`src/str_pkg.sv`:
```
// Package for the stepper trapezoid ramp: widths, codes and shared types.
// Used by the controller, the datapath and the top level.
`timescale 1ns / 1ps
package str_pkg;
  localparam int FRAC_BITS  = 8;
  localparam int DELAY_BITS = 24;
  localparam int FIX_W      = DELAY_BITS + FRAC_BITS;

  localparam logic [2:0] MODE_REL   = 3'd0;
  localparam logic [2:0] MODE_ABS   = 3'd1;
  localparam logic [2:0] MODE_STEP  = 3'd2;
  localparam logic [2:0] MODE_STOP  = 3'd3;
  localparam logic [2:0] MODE_ZERO  = 3'd4;
  localparam logic [2:0] MODE_LATCH = 3'd5;

  localparam logic [1:0] PH_STOP   = 2'd0;
  localparam logic [1:0] PH_ACCEL  = 2'd1;
  localparam logic [1:0] PH_CRUISE = 2'd2;
  localparam logic [1:0] PH_DECEL  = 2'd3;

  localparam logic [2:0] REG_MAX_SPEED = 3'd0;
  localparam logic [2:0] REG_ACCEL     = 3'd1;
  localparam logic [2:0] REG_DECEL     = 3'd2;
  localparam logic [2:0] REG_MIN_DELAY = 3'd3;
  localparam logic [2:0] REG_FIRST_DLY = 3'd4;

  // Datapath operation codes.
  localparam logic [2:0] OP_NONE  = 3'd0;
  localparam logic [2:0] OP_ENTRY = 3'd1; // decode command, stage move
  localparam logic [2:0] OP_START = 3'd2; // start ramp, compute nts dividend
  localparam logic [2:0] OP_PLAN  = 3'd3; // finish decel plan
  localparam logic [2:0] OP_RAMP  = 3'd4; // apply ramp delay update
  localparam logic [2:0] OP_FIN   = 3'd5; // count step, move position

  // Divider request selects.
  localparam logic [1:0] DIV_NTS  = 2'd0;
  localparam logic [1:0] DIV_DS   = 2'd1;
  localparam logic [1:0] DIV_Q    = 2'd2;
  localparam logic [1:0] DIV_RAMP = 2'd3;

  typedef struct packed {
    logic [2:0] op;
    logic       div_go;
    logic [1:0] div_sel;
  } cmd_t;

  typedef struct packed {
    logic       is_move;   // accepted move, step to be issued
    logic       is_step;   // step event while moving
    logic [1:0] phase;
    logic       div_busy;
    logic       decel_nz;
    logic       accel_nz;
  } sts_t;

  typedef struct packed {
    logic                  step_pulse;
    logic                  direction;
    logic [DELAY_BITS-1:0] next_delay_us;
    logic signed [31:0]    position;
    logic [1:0]            ramp_phase;
    logic                  move_done;
  } res_t;

  typedef struct packed {
    logic [2:0]         mode;
    logic signed [31:0] target_amount;
  } req_t;
endpackage

```
`src/str_ctrl.sv`:
```
// Controller state machine: sequences entry, decel planning, ramp and finish.
// Depends on str_pkg; drives str_datapath through cmd_t and reads sts_t.
`timescale 1ns / 1ps
module str_ctrl (
  input  logic          clk,
  input  logic          rst_n,
  input  logic          in_fire,
  input  logic          out_busy,
  output logic          in_rdy,
  output logic          res_load,
  input  str_pkg::sts_t sts,
  output str_pkg::cmd_t cmd
);
  import str_pkg::*;

  localparam logic [3:0] S_IDLE  = 4'd0;
  localparam logic [3:0] S_DEC   = 4'd1;
  localparam logic [3:0] S_NTS   = 4'd2;
  localparam logic [3:0] S_DS    = 4'd3;
  localparam logic [3:0] S_Q     = 4'd4;
  localparam logic [3:0] S_PLAN  = 4'd5;
  localparam logic [3:0] S_RDIV  = 4'd6;
  localparam logic [3:0] S_RAMP  = 4'd7;
  localparam logic [3:0] S_FIN   = 4'd8;
  localparam logic [3:0] S_OUT   = 4'd9;

  logic [3:0] st_r, st_nxt;

  always_comb begin
    st_nxt = st_r;
    cmd = '{op: OP_NONE, div_go: 1'b0, div_sel: DIV_NTS};
    res_load = 1'b0;
    in_rdy = 1'b0;
    case (st_r)
      S_IDLE: begin
        in_rdy = 1'b1;
        if (in_fire) begin
          cmd.op = OP_ENTRY;
          st_nxt = S_DEC;
        end
      end
      S_DEC: begin
        if (sts.is_move) begin
          cmd.op = OP_START;
          cmd.div_go = 1'b1; cmd.div_sel = DIV_NTS;
          st_nxt = sts.decel_nz ? S_NTS : S_FIN;
        end else if (sts.is_step) begin
          cmd.div_go = 1'b1; cmd.div_sel = DIV_RAMP;
          st_nxt = S_RDIV;
        end else begin
          st_nxt = S_OUT;
        end
      end
      S_NTS: if (!sts.div_busy) begin
        cmd.div_go = 1'b1; cmd.div_sel = DIV_DS; st_nxt = S_DS;
      end
      S_DS: if (!sts.div_busy) begin
        cmd.div_go = 1'b1; cmd.div_sel = DIV_Q; st_nxt = S_Q;
      end
      S_Q: if (!sts.div_busy) st_nxt = S_PLAN;
      S_PLAN: begin
        cmd.op = OP_PLAN; st_nxt = S_FIN;
      end
      S_RDIV: if (!sts.div_busy) st_nxt = S_RAMP;
      S_RAMP: begin
        cmd.op = OP_RAMP; cmd.div_sel = DIV_RAMP; st_nxt = S_FIN;
      end
      S_FIN: begin
        cmd.op = OP_FIN; st_nxt = S_OUT;
      end
      S_OUT: begin
        if (!out_busy) begin
          res_load = 1'b1; st_nxt = S_IDLE;
        end
      end
      default: st_nxt = S_IDLE;
    endcase
  end

  always_ff @(posedge clk) begin
    if (!rst_n) begin
      st_r <= S_IDLE;
    end else begin
      st_r <= st_nxt;
    end
  end

  assert property (@(posedge clk) disable iff (!rst_n) in_fire |-> st_r == S_IDLE)
    else $error("word accepted while busy");
  assert property (@(posedge clk) disable iff (!rst_n) res_load |-> !out_busy)
    else $error("result loaded over a pending word");
  assert property (@(posedge clk) disable iff (!rst_n)
    (st_r == S_RAMP || st_r == S_PLAN) |-> !sts.div_busy)
    else $error("divider result used while busy");
endmodule

```
`config.mk`:
```
export PLATFORM = sky130hd
export DESIGN_NAME = str_ctrl
export DESIGN_NICKNAME = d
export VERILOG_FILES = /design/src/str_pkg.sv /design/src/str_ctrl.sv
export SDC_FILE = /design/constraint.sdc
export NUM_CORES = 1
export LEC_CHECK = 0
export BUFFER_PORTS_ARGS = -buffer_cell sky130_fd_sc_hd__clkbuf_2
export CAP_MARGIN = 0
export CORE_AREA = 10 10 47 49
export CTS_CLUSTER_DIAMETER = 40
export DETAILED_ROUTE_END_ITERATION = 16
export DIE_AREA = 0 0 57 59
export SLEW_MARGIN = 20
export SYNTH_ARGS = -nofsm -noshare
export SYNTH_HDL_FRONTEND = slang
export SYNTH_SLANG_ARGS = --single-unit
```
`constraint.sdc`:
```
create_clock -name clk -period 1.45 [get_ports clk]
set_clock_uncertainty 0.05 [all_clocks]
set_input_delay 0.29 -clock clk [delete_from_list [all_inputs] [get_ports clk]]
set_output_delay 0.29 -clock clk [all_outputs]
set_load 0.03 [all_outputs]
```
==> results <==
- Across all hold checks on the routed design, the worst slack comes to 0.265 ns.
- The share of total power dissipated in combinational logic is 69.6%.
- STA puts the critical path data arrival time at around 1.4 ns.
- The flow ran to the end, but the final reports show violations.
- The startpoint type of the worst setup path is a flop.
- The number of placement rows is 14.
- The critical path buffer and inverter count is 2.
- The routability congestion estimate is 0.811.
- The cell with the largest stage delay on the worst path is dfxtp_4.
- The total leakage power is between 0.4 and 0.5 nW.
- Once routing completed, OpenROAD measured the worst setup slack at -0.276 ns.
- The maximum fanout along the worst path is 4.
- The core utilization of the finished layout is 67.8%.
- The net switching power is slightly below 0.4 mW.
- For this run, the post-layout net count is 114.
- Detailed placement finished with a half-perimeter wire length of 1140 um.
- The number of unique standard cell types used by synthesis is 30.
- The final reports fail on negative setup slack.
- The floorplan die area is between 3000 and 4000 sq um.
- Yosys printed 0 warnings.
- The fraction of power spent switching nets is 40.6%.
- The number of global-route vias before repair is 633.
- The summed instance area of the synthesized netlist is ~470 sq um.
- The width of the die is 57 um.
- Dividing the final minimum period by the clock period gives 119%.
- The power share of the clock group is 14.1%.
- The critical path's largest stage delay is 0.36 ns.
- The share of post-route cells with drive strength above 1 is 69.3%.
- The area growth from synthesis to layout is 101%.
- Entering global routing, the biggest net connects 12 pins.
- STA classifies the critical path endpoint as a primary output.
- The largest registers in the layout are st_r x4.
- In this run the power density over the cells is 1030 nW/um^2.
- Headroom to the max-slew limit came out at 79.3%.
- Across the run, the number of max-cap violations was 0.
- The number of CTS-inserted buffers is 3.
- Internal power comes to 0.580 mW.
- The sequential element share of the synthesized area is 16.9%.
- The largest total area in the synthesized netlist belongs to dfxtp_1.
- Global routing consumed, over all layers together, under 10% of the routing resources.
- The cell count after synthesis came out at 64.
- TritonCTS built the clock tree.
- The mean instance size in the synthesized netlist is 7.39 sq um.
- Among cell families on the critical path, the largest total delay comes from simple AND/OR/NAND/NOR gates.
- Counting flops and latches in the post-synthesis netlist gives 4.
- The share of synthesized registers carrying an async set or reset is 0%.
- Setup repair after global routing could not meet its margin everywhere.
- The register with the most flip-flops in the layout has 4 of them.
- Timing would allow up to 0.579 GHz.
- The setup TNS is -1.58 ns.
- The actual slew at the worst max-slew pin is 0.309 ns.
- The tree is rooted in a clkbuf_4.
- The global-route wire length before repair is 2700 um.
- The top-area cell type share of the netlist area is between 15 and 20%.
- The clock insertion delay at the later pin of the skew report is 0.24 ns.
- The via count is 617.
- Counting along the longest clock path gives a buffer depth of 2.
- Walking the worst path, the cells encountered are buf_6 > nand2b_4 > or3_4 > nand2_4 > buf_8.
- The routed wirelength normalized by instance count is 15.4 um.
- st_r holds more flip-flops than any other register.
- For this design the top-level I/O count stands at 19.
- The CTS clock-pin slew for the worst setup and hold paths is 0.04 ns.
- The smallest clock period supported by the final layout is computed as 1.73 ns.
- Per report_power, the sequential group accounts for 16.3% of the total.
- The initial antenna violation count is 0.
- The final hold violation count came to 0.
- The antenna diode instance count is 0.
- Once the floorplan was initialized, standard cells occupied ~34% of the core.
- The number of pins with negative max-slew slack in the final report is 0.
- The critical path is of the flop to primary output type.
- The net count of the mapped netlist is 75.
- The detailed router finished its first iteration with 13 violations.
- The count of endpoints failing setup in the final report is 8.
- Sorting the synthesized cells by area gives the leading types as dfxtp_1 (17%), buf_4 (6.3%), a21oi_1 (5.3%), nor2b_1 (5.3%), nor3b_1 (4.8%).
- At the worst endpoint, the required time is 1.11 ns.
- In this run the tool buffered the top-level ports with 15 buffer cells.
- For this design, the CTS-stage hold fixing added 0 buffers.
- The final antenna-violating net count is 0.
- After global routing the overflow that remains totals 0.
- The area of the placeable core is 1400 sq um.
- Using the TritonRoute via totals, the vias-per-cell ratio works out to 5.27.
- For this run, design rule violations remaining after detail routing come to 0.
- The chip height is 59 um.
- The count of flip-flops with a built-in enable after synthesis is 0.
- The depth of the CTS H-tree is 1.
- The path type of the worst min-delay path is input pin to flop.
- The primary flip-flop cell chosen by synthesis mapping is dfxtp_1.
- Sorting the synthesized cells by how often they occur yields a21oi_1 (5), nand2_1 (5), nor2_1 (5).
- The number of search-and-repair iterations in the first detailed-routing pass is 4.
- For this design, the sink count on the clock tree is 4.
- For this block, the routed nets add up to 1800 um of wire.
- The worst IR drop on VDD is 0.461 mV.
- The worst-case setup slack after placement is -0.120 ns.
[cell usage in the layout, fill, tap and decap left out, types with 2 or more instances in the layout]
cell	count
buf_6	7
nor3_2	2
clkbuf_2	7
and2_1	2
dfxtp_4	3
inv_1	2
clkbuf_4	3
or3_4	2
nor4b_4	2
o21ai_0	2
nor3b_1	3
a21oi_1	2
clkbuf_8	3
a21oi_2	2
nor2b_1	3
buf_4	21
nand2b_4	3
nand2_1	4
buf_8	2
nor2_1	4
[logic make-up after synthesis]
| family | count (synthesis) | share of synthesized area [%] |
|---|---|---|
| DFF | 4 | 16.9 |
| muxes | 1 | 2.38 |
| and+or+nand+nor | 36 | 48.9 |
| buffers and inverters | 9 | 12.2 |
| AOI/OAI and AO/OA | 14 | 19.6 |
[stage by stage]
| stage | total power, mW | std cells | instance area, sq um |
|---|---|---|---|
| after global routing | 1.02 | 117 | 950 |
| final | 0.977 | 117 | 950 |
| after CTS | 0.887 | 115 | 866 |
| after global placement | 0.657 | 111 | 727 |
| after detailed placement | 0.661 | 111 | 727 |
| after floorplan | 0.479 | 64 | 513 |
[power by group through the flow]
stage	clock network (mW)	registers, mW	logic [mW]
after floorplan	0	0.137	0.343
after global placement	0	0.151	0.506
after detailed placement	0	0.150	0.511
after CTS	0.138	0.153	0.597
after global routing	0.145	0.162	0.716
final	0.137	0.160	0.680
[final timing paths]
kind                            startpoint  endpoint  slack [ns]  depth (start not counted)
worst min-delay path                 rst_n   st_r[0]        0.26                          3
worst max-delay path               st_r[2]    cmd[5]       -0.28                          5
worst max register to register     st_r[2]   st_r[0]        0.08                          5
worst min register to register     st_r[0]   st_r[0]        0.60                          2
[area by class of cell]
class,count,area (sq um)
Multi-Input combinational cell,51,458
Fill cell,110,452
Timing Repair Buffer,40,343
Sequential cell,4,92.6
Clock buffer,3,22.5
Tap cell,16,20.0
Inverter,3,13.8
[layer usage]
metal	vias to the layer above	track usage [%]	wire length (um)
met1	297	10.8	768
met3	2	1.93	61
met5	-	0	0
met2	15	16.6	948
li1	303	-	-
met4	0	4.03	22
[tightest hold or removal path, cell delays in order]
cell and delay, ns:
clkbuf_2 0.11, inv_1 0.07, a31oi_1 0.04
[repair_timing]
item,in CTS,in global routing
endpoints found under the setup margin,8,8
setup buffers,1,2
pin swaps,6,7
resized for setup,28,20
No activity file was read; power rests on OpenSTA's default activity.
